$ cat src/hw/rtl/assert_macros.svh
`ifndef ASSERT_MACROS_SVH
`define ASSERT_MACROS_SVH

`ifndef SYNTHESIS

`define ASSERT_CHK(lbl, clk, rst_n, prop) \
    lbl: assert property (@(posedge clk) disable iff (!rst_n) (prop)) \
        else $error("assertion failed");

`define ASSERT_NEVER(lbl, clk, rst_n, expr) \
    lbl: assert property (@(posedge clk) disable iff (!rst_n) !(expr)) \
        else $error("forbidden condition seen");

`else

`define ASSERT_CHK(lbl, clk, rst_n, prop)

`define ASSERT_NEVER(lbl, clk, rst_n, expr)

`endif

`endif

$ cat src/hw/rtl/ynsr_pkg.sv
package ynsr_pkg;

    localparam int CFG_W     = 13;
    localparam int PIX_W     = 8;
    localparam int APB_AW    = 4;
    localparam int APB_DW    = 32;
    localparam int IN_DW     = 4 * PIX_W;
    localparam int OUT_DW    = 3 * PIX_W;
    localparam int OUT_UW    = 2;
    localparam int FIFO_DEPTH = 4;

    typedef enum logic [1:0] {
        REG_SRC_W = 2'd0,
        REG_SRC_H = 2'd1,
        REG_DST_W = 2'd2,
        REG_DST_H = 2'd3
    } t_reg_idx;

    localparam logic [CFG_W-1:0] RST_SRC_W = 13'd1920;
    localparam logic [CFG_W-1:0] RST_SRC_H = 13'd1080;
    localparam logic [CFG_W-1:0] RST_DST_W = 13'd1408;
    localparam logic [CFG_W-1:0] RST_DST_H = 13'd768;

    // fixed-point color coefficients, 20 fractional bits
    localparam int                 C_SHIFT = 20;
    localparam logic signed [22:0] C_RV    = 23'sd1475871;
    localparam logic signed [22:0] C_GV    = 23'sd751724;
    localparam logic signed [22:0] C_GU    = 23'sd362283;
    localparam logic signed [22:0] C_BU    = 23'sd1865417;
    localparam logic signed [31:0] C_HALF  = 32'sd524288;
    localparam logic signed [8:0]  C_BIAS  = 9'sd128;

    typedef struct packed {
        logic [CFG_W-1:0] src_w;
        logic [CFG_W-1:0] src_h;
        logic [CFG_W-1:0] dst_w;
        logic [CFG_W-1:0] dst_h;
    } t_cfg;

    typedef struct packed {
        logic [PIX_W-1:0] u;
        logic [PIX_W-1:0] v;
        logic [PIX_W-1:0] y0;
        logic [PIX_W-1:0] y1;
        logic             hit0;
        logic             hit1;
        logic             eor0;
        logic             eof0;
        logic             eor1;
        logic             eof1;
    } t_entry;

    typedef struct packed {
        logic full;
        logic empty;
    } t_fifo_stat;

    // floor by 2^20, then saturate to a byte
    function automatic logic [PIX_W-1:0] clamp_byte(input logic signed [31:0] s);
        logic [31-C_SHIFT:0] q;
        q = s[31:C_SHIFT];
        if (q[31-C_SHIFT]) begin
            return '0;
        end else if (|q[30-C_SHIFT:PIX_W]) begin
            return '1;
        end
        return q[PIX_W-1:0];
    endfunction

endpackage

$ cat src/hw/rtl/uyvy_nearest_scale_to_rgb.sv
// A kept pixel passes the queue, the color product register and the output register.
// Throughput: one item per cycle while items keep at most one pixel and the output is ready;
// the color pipeline emits one pixel per cycle and pops a two-pixel item with its second.
// A 4-entry queue sits between position tracking and color conversion.
// Reset (i_rst_n low, synchronous): registers 1920/1080/1408/768, frame restarts.
// Any register write also restarts the frame.
`include "assert_macros.svh"

module uyvy_nearest_scale_to_rgb
    import ynsr_pkg::*;
#(
    parameter int COORD_BITS = 12
) (
    input  logic              i_clk,
    input  logic              i_rst_n,

    input  logic              psel,
    input  logic              penable,
    input  logic              pwrite,
    input  logic [APB_AW-1:0] paddr,
    input  logic [APB_DW-1:0] pwdata,
    output logic [APB_DW-1:0] prdata,
    output logic              pready,

    input  logic              i_s_axis_tvalid,
    output logic              o_s_axis_tready,
    input  logic [IN_DW-1:0]  i_s_axis_tdata,   // chroma_u, luma_even, chroma_v, luma_odd

    output logic              o_m_axis_tvalid,
    input  logic              i_m_axis_tready,
    output logic [OUT_DW-1:0] o_m_axis_tdata,   // red, green, blue
    output logic              o_m_axis_tlast,   // end_of_row
    output logic [OUT_UW-1:0] o_m_axis_tuser    // end_of_frame, last_of_item
);

    t_cfg       r_cfg;
    logic       cfg_wr;
    t_reg_idx   reg_idx;
    logic       w_push;
    logic       w_pop;
    t_entry     w_entry;
    t_entry     w_head;
    t_fifo_stat w_fstat;

    assign pready  = 1'b1;
    assign cfg_wr  = psel && penable && pwrite && pready;
    assign reg_idx = t_reg_idx'(paddr[APB_AW-1:2]);

    always_ff @(posedge i_clk) begin
        if (!i_rst_n) begin
            r_cfg.src_w <= RST_SRC_W;
            r_cfg.src_h <= RST_SRC_H;
            r_cfg.dst_w <= RST_DST_W;
            r_cfg.dst_h <= RST_DST_H;
        end else if (cfg_wr) begin
            case (reg_idx)
                REG_SRC_W: r_cfg.src_w <= pwdata[CFG_W-1:0];
                REG_SRC_H: r_cfg.src_h <= pwdata[CFG_W-1:0];
                REG_DST_W: r_cfg.dst_w <= pwdata[CFG_W-1:0];
                REG_DST_H: r_cfg.dst_h <= pwdata[CFG_W-1:0];
                default:   r_cfg <= r_cfg;
            endcase
        end
    end

    always_comb begin
        case (reg_idx)
            REG_SRC_W: prdata = APB_DW'(r_cfg.src_w);
            REG_SRC_H: prdata = APB_DW'(r_cfg.src_h);
            REG_DST_W: prdata = APB_DW'(r_cfg.dst_w);
            REG_DST_H: prdata = APB_DW'(r_cfg.dst_h);
            default:   prdata = '0;
        endcase
    end

    ynsr_front #(
        .COORD_BITS(COORD_BITS)
    ) u_front (
        .i_clk          (i_clk),
        .i_rst_n        (i_rst_n),
        .i_cfg          (r_cfg),
        .i_restart      (cfg_wr),
        .i_s_axis_tvalid(i_s_axis_tvalid),
        .i_s_axis_tdata (i_s_axis_tdata),
        .o_s_axis_tready(o_s_axis_tready),
        .i_fifo_stat    (w_fstat),
        .o_push         (w_push),
        .o_entry        (w_entry)
    );

    ynsr_fifo u_fifo (
        .i_clk  (i_clk),
        .i_rst_n(i_rst_n),
        .i_push (w_push),
        .i_data (w_entry),
        .i_pop  (w_pop),
        .o_data (w_head),
        .o_stat (w_fstat)
    );

    ynsr_back u_back (
        .i_clk          (i_clk),
        .i_rst_n        (i_rst_n),
        .i_head         (w_head),
        .i_fifo_stat    (w_fstat),
        .o_pop          (w_pop),
        .o_m_axis_tvalid(o_m_axis_tvalid),
        .i_m_axis_tready(i_m_axis_tready),
        .o_m_axis_tdata (o_m_axis_tdata),
        .o_m_axis_tlast (o_m_axis_tlast),
        .o_m_axis_tuser (o_m_axis_tuser)
    );

    `ASSERT_CHK(a_push_has_room, i_clk, i_rst_n, w_push |-> !w_fstat.full)
    `ASSERT_NEVER(a_pop_nonempty, i_clk, i_rst_n, w_pop && w_fstat.empty)
    `ASSERT_CHK(a_eof_ends_row, i_clk, i_rst_n, o_m_axis_tvalid && o_m_axis_tuser[0] |-> o_m_axis_tlast)
    `ASSERT_CHK(a_push_then_data, i_clk, i_rst_n, w_push |=> !w_fstat.empty)

endmodule

$ cat src/hw/rtl/ynsr_fifo.sv
module ynsr_fifo
    import ynsr_pkg::*;
(
    input  logic       i_clk,
    input  logic       i_rst_n,
    input  logic       i_push,
    input  t_entry     i_data,
    input  logic       i_pop,
    output t_entry     o_data,
    output t_fifo_stat o_stat
);

    localparam int AW = (FIFO_DEPTH > 1) ? $clog2(FIFO_DEPTH) : 1;
    localparam int CW = $clog2(FIFO_DEPTH + 1);

    t_entry        r_mem [FIFO_DEPTH];
    logic [AW-1:0] r_wr;
    logic [AW-1:0] r_rd;
    logic [CW-1:0] r_cnt;
    logic          full;
    logic          empty;
    logic          do_push;
    logic          do_pop;

    assign full    = (r_cnt == CW'(FIFO_DEPTH));
    assign empty   = (r_cnt == '0);
    assign do_push = i_push && !full;
    assign do_pop  = i_pop && !empty;

    assign o_data       = r_mem[r_rd];
    assign o_stat.full  = full;
    assign o_stat.empty = empty;

    always_ff @(posedge i_clk) begin
        if (!i_rst_n) begin
            r_wr  <= '0;
            r_rd  <= '0;
            r_cnt <= '0;
        end else begin
            if (do_push) begin
                r_wr <= (r_wr == AW'(FIFO_DEPTH - 1)) ? '0 : r_wr + AW'(1);
            end
            if (do_pop) begin
                r_rd <= (r_rd == AW'(FIFO_DEPTH - 1)) ? '0 : r_rd + AW'(1);
            end
            case ({do_push, do_pop})
                2'b10:   r_cnt <= r_cnt + CW'(1);
                2'b01:   r_cnt <= r_cnt - CW'(1);
                default: r_cnt <= r_cnt;
            endcase
        end
    end

    always_ff @(posedge i_clk) begin
        if (do_push) begin
            r_mem[r_wr] <= i_data;
        end
    end

endmodule

$ cat src/hw/rtl/ynsr_front.sv
module ynsr_front
    import ynsr_pkg::*;
#(
    parameter int COORD_BITS = 12
) (
    input  logic             i_clk,
    input  logic             i_rst_n,
    input  t_cfg             i_cfg,
    input  logic             i_restart,
    input  logic             i_s_axis_tvalid,
    input  logic [IN_DW-1:0] i_s_axis_tdata,   // u, y0, v, y1
    output logic             o_s_axis_tready,
    input  t_fifo_stat       i_fifo_stat,
    output logic             o_push,
    output t_entry           o_entry
);

    localparam int CB = COORD_BITS;
    localparam int DW = CB + 1;
    localparam int EW = CB + 3;
    localparam int XW = (DW > CFG_W) ? DW : CFG_W;
    localparam logic [XW-1:0] MAXDIM = XW'(1) << CB;

    logic [CB-1:0] r_src_col;
    logic [CB-1:0] r_src_row;
    logic [EW-1:0] r_ec;
    logic [EW-1:0] r_er;
    logic          r_cdone;
    logic          r_rdone;
    logic [CB-1:0] r_dcol;
    logic [CB-1:0] r_drow;

    logic [XW-1:0] sw_x, sh_x, dw_x, dh_x;
    logic [DW-1:0] eff_sw, eff_sh, eff_dw, eff_dh;
    logic [DW-1:0] dw_m1, dh_m1;
    logic [EW-1:0] tw_sw, tw_sh, tw_dw, tw_dh;

    logic          accept;
    logic          ls, fs;
    logic [EW-1:0] ec, ec1, ec2, er;
    logic          cdone, rdone;
    logic [CB-1:0] dcol, dcol1, dcol2, drow;
    logic          row_hit, last_row;
    logic          hit0, hit1, eor0, eor1, eof0, eof1, eor, eof;
    logic          line_end, frame_end;

    // saturate the register values into a usable geometry
    always_comb begin
        sw_x = XW'(i_cfg.src_w);
        if (sw_x < XW'(2)) sw_x = XW'(2);
        if (sw_x > MAXDIM) sw_x = MAXDIM;
        sw_x[0] = 1'b0;
        sh_x = XW'(i_cfg.src_h);
        if (sh_x < XW'(1)) sh_x = XW'(1);
        if (sh_x > MAXDIM) sh_x = MAXDIM;
        dw_x = XW'(i_cfg.dst_w);
        if (dw_x < XW'(1)) dw_x = XW'(1);
        if (dw_x > sw_x) dw_x = sw_x;
        dh_x = XW'(i_cfg.dst_h);
        if (dh_x < XW'(1)) dh_x = XW'(1);
        if (dh_x > sh_x) dh_x = sh_x;
    end

    assign eff_sw = sw_x[DW-1:0];
    assign eff_sh = sh_x[DW-1:0];
    assign eff_dw = dw_x[DW-1:0];
    assign eff_dh = dh_x[DW-1:0];
    assign dw_m1  = eff_dw - DW'(1);
    assign dh_m1  = eff_dh - DW'(1);
    assign tw_sw  = EW'({eff_sw, 1'b0});
    assign tw_sh  = EW'({eff_sh, 1'b0});
    assign tw_dw  = EW'({eff_dw, 1'b0});
    assign tw_dh  = EW'({eff_dh, 1'b0});

    assign o_s_axis_tready = !i_fifo_stat.full;
    assign accept          = i_s_axis_tvalid && o_s_axis_tready;

    // error terms: column x is a pick while ec < 2*dw, row likewise
    always_comb begin
        ls    = (r_src_col == '0);
        fs    = ls && (r_src_row == '0);
        ec    = ls ? EW'(eff_dw) : r_ec;
        cdone = ls ? 1'b0 : r_cdone;
        dcol  = ls ? '0 : r_dcol;
        er    = fs ? EW'(eff_dh) : r_er;
        rdone = fs ? 1'b0 : r_rdone;
        drow  = fs ? '0 : r_drow;

        row_hit  = !rdone && (er < tw_dh);
        last_row = (DW'(drow) == dh_m1);

        hit0  = row_hit && !cdone && (ec < tw_dw);
        eor0  = hit0 && (DW'(dcol) == dw_m1);
        eof0  = eor0 && last_row;
        ec1   = ec - tw_dw + (hit0 ? tw_sw : '0);
        dcol1 = dcol + CB'(hit0);

        hit1  = row_hit && !cdone && !eor0 && (ec1 < tw_dw);
        eor1  = hit1 && (DW'(dcol1) == dw_m1);
        eof1  = eor1 && last_row;
        ec2   = ec1 - tw_dw + (hit1 ? tw_sw : '0);
        dcol2 = dcol1 + CB'(hit1);

        eor = eor0 || eor1;
        eof = eof0 || eof1;

        line_end  = (DW'(r_src_col) + DW'(2)) >= eff_sw;
        frame_end = (DW'(r_src_row) + DW'(1)) >= eff_sh;
    end

    assign o_push       = accept && (hit0 || hit1);
    assign o_entry.u    = i_s_axis_tdata[PIX_W-1:0];
    assign o_entry.y0   = i_s_axis_tdata[2*PIX_W-1:PIX_W];
    assign o_entry.v    = i_s_axis_tdata[3*PIX_W-1:2*PIX_W];
    assign o_entry.y1   = i_s_axis_tdata[4*PIX_W-1:3*PIX_W];
    assign o_entry.hit0 = hit0;
    assign o_entry.hit1 = hit1;
    assign o_entry.eor0 = eor0;
    assign o_entry.eof0 = eof0;
    assign o_entry.eor1 = eor1;
    assign o_entry.eof1 = eof1;

    always_ff @(posedge i_clk) begin
        if (!i_rst_n || i_restart) begin
            r_src_col <= '0;
            r_src_row <= '0;
            r_ec      <= '0;
            r_er      <= '0;
            r_cdone   <= 1'b0;
            r_rdone   <= 1'b0;
            r_dcol    <= '0;
            r_drow    <= '0;
        end else if (accept) begin
            r_src_col <= line_end ? '0 : r_src_col + CB'(2);
            if (line_end) begin
                r_src_row <= frame_end ? '0 : r_src_row + CB'(1);
                r_er      <= er - tw_dh + (row_hit ? tw_sh : '0);
            end else begin
                r_er      <= er;
            end
            r_ec    <= ec2;
            r_cdone <= cdone || eor;
            r_dcol  <= dcol2;
            r_rdone <= rdone || eof;
            r_drow  <= eor ? (eof ? '0 : drow + CB'(1)) : drow;
        end
    end

endmodule

$ cat src/hw/rtl/ynsr_back.sv
module ynsr_back
    import ynsr_pkg::*;
(
    input  logic              i_clk,
    input  logic              i_rst_n,
    input  t_entry            i_head,
    input  t_fifo_stat        i_fifo_stat,
    output logic              o_pop,
    output logic              o_m_axis_tvalid,
    input  logic              i_m_axis_tready,
    output logic [OUT_DW-1:0] o_m_axis_tdata,   // red, green, blue
    output logic              o_m_axis_tlast,   // end_of_row
    output logic [OUT_UW-1:0] o_m_axis_tuser    // end_of_frame, last_of_item
);

    logic                    r_sub;
    logic                    r_s1_v;
    logic [PIX_W-1:0]        r_s1_y;
    logic signed [31:0]      r_pr, r_pgv, r_pgu, r_pbu;
    logic                    r_s1_eor, r_s1_eof, r_s1_last;
    logic                    r_out_v;
    logic [OUT_DW-1:0]       r_out_data;
    logic                    r_out_last;
    logic [OUT_UW-1:0]       r_out_user;

    logic                    en;
    logic                    take;
    logic                    use0;
    logic                    last;
    logic [PIX_W-1:0]        y_sel;
    logic signed [8:0]       du, dv;
    logic signed [31:0]      yy, sum_r, sum_g, sum_b;

    assign en    = !r_out_v || i_m_axis_tready;
    assign take  = en && !i_fifo_stat.empty;
    assign use0  = i_head.hit0 && !r_sub;
    assign last  = use0 ? !i_head.hit1 : 1'b1;
    assign y_sel = use0 ? i_head.y0 : i_head.y1;
    assign o_pop = take && last;

    assign du = $signed({1'b0, i_head.u}) - C_BIAS;
    assign dv = $signed({1'b0, i_head.v}) - C_BIAS;

    assign yy    = $signed(32'(r_s1_y) << C_SHIFT);
    assign sum_r = yy + r_pr + C_HALF;
    assign sum_g = yy - r_pgv - r_pgu + C_HALF;
    assign sum_b = yy + r_pbu + C_HALF;

    always_ff @(posedge i_clk) begin
        if (!i_rst_n) begin
            r_sub   <= 1'b0;
            r_s1_v  <= 1'b0;
            r_out_v <= 1'b0;
        end else begin
            if (take) begin
                r_sub <= !last;
            end
            if (en) begin
                r_s1_v  <= take;
                r_out_v <= r_s1_v;
            end
        end
    end

    always_ff @(posedge i_clk) begin
        if (take) begin
            r_s1_y    <= y_sel;
            r_pr      <= 32'(C_RV * dv);
            r_pgv     <= 32'(C_GV * dv);
            r_pgu     <= 32'(C_GU * du);
            r_pbu     <= 32'(C_BU * du);
            r_s1_eor  <= use0 ? i_head.eor0 : i_head.eor1;
            r_s1_eof  <= use0 ? i_head.eof0 : i_head.eof1;
            r_s1_last <= last;
        end
        if (en) begin
            r_out_data <= {clamp_byte(sum_b), clamp_byte(sum_g), clamp_byte(sum_r)};
            r_out_last <= r_s1_eor;
            r_out_user <= {r_s1_last, r_s1_eof};
        end
    end

    assign o_m_axis_tvalid = r_out_v;
    assign o_m_axis_tdata  = r_out_data;
    assign o_m_axis_tlast  = r_out_last;
    assign o_m_axis_tuser  = r_out_user;

endmodule
$ cat config.mk
export PLATFORM = sky130hd
export DESIGN_NAME = uyvy_nearest_scale_to_rgb
export DESIGN_NICKNAME = d
export VERILOG_FILES = /design/src/hw/rtl/ynsr_pkg.sv /design/src/hw/rtl/uyvy_nearest_scale_to_rgb.sv /design/src/hw/rtl/ynsr_fifo.sv /design/src/hw/rtl/ynsr_front.sv /design/src/hw/rtl/ynsr_back.sv
export VERILOG_INCLUDE_DIRS = /design/src /design/src/hw/rtl
export SDC_FILE = /design/constraint.sdc
export NUM_CORES = 2
export LEC_CHECK = 0
export BUFFER_PORTS_ARGS = -buffer_cell sky130_fd_sc_hd__buf_2
export CORE_ASPECT_RATIO = 0.6
export CORE_UTILIZATION = 50
export DETAILED_ROUTE_END_ITERATION = 10
export GPL_TIMING_DRIVEN = 1
export PLACE_DENSITY = 0.67
export SYNTH_ARGS = -nofsm -noshare
export SYNTH_HDL_FRONTEND = slang
export SYNTH_SLANG_ARGS = --single-unit
export TNS_END_PERCENT = 50
$ cat constraint.sdc
create_clock -name i_clk -period 23 [get_ports i_clk]
set_clock_uncertainty 0.05 [all_clocks]
set_input_delay 2.3 -clock i_clk [delete_from_list [all_inputs] [get_ports i_clk]]
set_output_delay 2.3 -clock i_clk [all_outputs]
set_load 0.02 [all_outputs]
==> results_dict.tcl <==
set metrics [dict create \
    synth-adder-area-share_pct 29.0 \
    dr.pass1.iters 7 \
    synth_compound_area_share_pct 11.9 \
    crit_required_ns 23.47 \
    yosys.area_share.simple_pct 11.9 \
    layout_min_cycle_time_ns 15.14 \
    initial_core_util_pct 50.7 \
    clkSlewWorstSetupHoldPaths_ns 0.07 \
    synth_cells 3540 \
    die_w_um 346 \
    synth_seq_cells 412 \
    vias_per_cell 5.74 \
    async_reset_ff_share_pct 0 \
    setup_viol 0 \
    reg2reg_depth 59 \
    synth_warnings 0 \
    reg2reg_to "u_front.r_ec[13]" \
    ys_seq_area_share_pct 30.8 \
    cp-startpoint "r_cfg[51]" \
    core_um2 70100 \
    fill_cells 6135 \
    synthFlopType "edfxtp_1" \
    route.detailed.drc 0 \
    synth_edf_count 271 \
    multi_input_area_um2 22300 \
    std_cell_rows 75 \
    cts_made_buffers 43 \
    yosysTopAreaCell "edfxtp_1" \
    ant_nets 0 \
    rsz0062_at_grt "false" \
    synth_xor_area_share_pct 4.98 \
    antenna_found_initial 5 \
    register_area_um2 11000 \
    drive_gt1_share_pct 8.94 \
    synth_area_leaders "edfxtp_1 (23%), ha_1 (18%), fa_1 (11%)" \
    wirelength_um 92100 \
    nets 4377 \
    post_cts_buffers 0 \
    yosys-top-cells-count "ha_1 (521), inv_1 (463), nand2_1 (289)" \
    cts_max_path_buffers 3 \
    netlist_area_um2 35600 \
    finalSetupTns_ns 0 \
    die-area_um2 72200 \
    r2r-start "r_cfg[51]" \
    critPathArrivalTime_ns 15.61 \
    status "complete, no violations" \
    cts_tree "yes" \
    clock-root-buffer "clkbuf_16" \
    max_cap_violations 0 \
    synth_top_area_share_pct 22.9 \
    synthMuxAreaShare_pct 4.74 \
    port_buffers 95 \
    hold_end "u_back.o_m_axis_tuser[1]" \
    first_iter_violations 2220 \
    grt_pass1_vias 24604 \
    path_common_cell "a21oi_1" \
    cpPeakStageDelay_ns 0.72 \
    io_pins 137 \
    clk_latency_ns 0.60 \
    grt_start_max_net_pins 72 \
    cts-resized-gates 0 \
    cp_slowest_cell "a21o_1" \
    tightest_slew_ns 1.06 \
    syn_avg_cell_area_um2 10.0 \
    dp_hpwl_um 71800 \
    synth_top_family_by_area "adder cells" \
    end_kind "register" \
    slew_violations 0 \
    grt_pass1_wl_um 144000 \
    worst-path-max-fanout 24 \
    hold_violations 0 \
    synthDistinctLibCells 94 \
    via_count 26137 \
    overflow 0 \
    cts.sinks 412 \
    timing.final.crit_share_pct 65.8 \
    fmax_mhz 66.0 \
    gp_congestion 0.981 \
    h-tree-depth 2 \
    hold_depth 0 \
    wire_per_inst_um 20.2 \
    post-synth-top-count-cell "ha_1" \
    min_from "u_back.r_s1_last" \
    hp-class "reg2reg" \
    hold_buffers 0 \
    regToRegSetupSlack_ns 7.86 \
    die_h_um 209 \
    grtUsageTotal_pct 25.5 \
    start_kind "register" \
    slew_headroom_pct 28.5 \
    area_growth_syn_to_layout_pct 7.81 \
    crit_type "reg2reg" \
]
## cell families after synthesis
kind of cell	count (synthesis)
compound gates	633
buf+inv	605
fa+ha+maj	711
flops	412
xor+xnor	198
other cells	2
simple gates	876
mux	103
## final cells by class
cell class	instances	area share (%)
well taps	924	3.02
diodes	1	0.00653
multi-input cells	2541	58.3
clock inverters	30	0.803
inverters	466	4.56
repair buffers	127	1.87
flip-flops and latches	412	28.6
clock buffers	50	2.88
## registers in the layout, summed over array words and instances, names as in the netlist, 2 cells and up, named ones only
signal	cells
r_cfg	52
u_back.o_m_axis_tdata	24
u_back.o_m_axis_tuser	2
u_back.r_pbu	13
u_back.r_pgu	28
u_back.r_pgv	26
u_back.r_pr	14
u_back.r_s1_y	8
u_fifo.r_cnt	3
u_fifo.r_mem	152
u_fifo.r_rd	2
u_fifo.r_wr	2
u_front.r_dcol	12
u_front.r_drow	12
u_front.r_ec	14
u_front.r_er	14
u_front.r_src_col	11
u_front.r_src_row	12
## through the flow
step                      util [%]  cells  instance area, um^2  worst slack, ns  hold slack, ns
after floorplan                  -   3558                35600            10.55           0.350
after global placement        52.7   4470                36900             8.41           0.354
after detailed placement      52.7   4470                36900             8.25           0.356
after CTS                     54.7   4550                38300             8.17           0.384
after global routing          54.7   4551                38300             6.81           0.395
final                         54.7   4551                38300             7.86           0.381
## worst max-delay path, delay by kind of cell, from the launching register on
kind	cells	cell delay, ns
compound gates	32	6.75
simple gates	13	2.95
fa+ha+maj	7	2.79
xor+xnor	2	0.33
flops	1	0.69
buf+inv	5	1.48
## cell usage in the layout, fill, tap and decap left out, types with 70 or more instances in the layout
cell type / Yosys / layout
buf_2: 3 / 95
xnor2_1: 125 / 125
nand3_1: 83 / 82
o21ai_0: 122 / 122
xor2_1: 70 / 70
ha_1: 521 / 521
nor2_1: 187 / 186
a21oi_1: 171 / 171
inv_1: 463 / 463
nand2_1: 289 / 287
dfxtp_1: 141 / 140
fa_1: 190 / 190
edfxtp_1: 271 / 271
## routing by layer
layer,GRT usage (%),up-vias,wire (um)
met3,8.35,85,10900
met2,30.9,1060,32400
li1,-,12484,-
met5,0.987,-,141
met4,3.71,8,1080
met1,42.6,12500,47600
## worst max-delay path by stage
stage                  endpoint  slack (ns)  cells after the start
2_1_floorplan  u_front.r_ec[13]       10.55                     62
5_1_grt        u_front.r_ec[13]        6.81                     60
6_report       u_front.r_ec[13]        7.86                     59
4_1_cts        u_front.r_ec[13]        8.17                     59
3_5_place_dp   u_front.r_ec[13]        8.25                     59
3_3_place_gp   u_front.r_ec[13]        8.41                     59
Power is not shown: default switching activity piles up to over one toggle a cycle in this logic, so the estimate is an artifact.
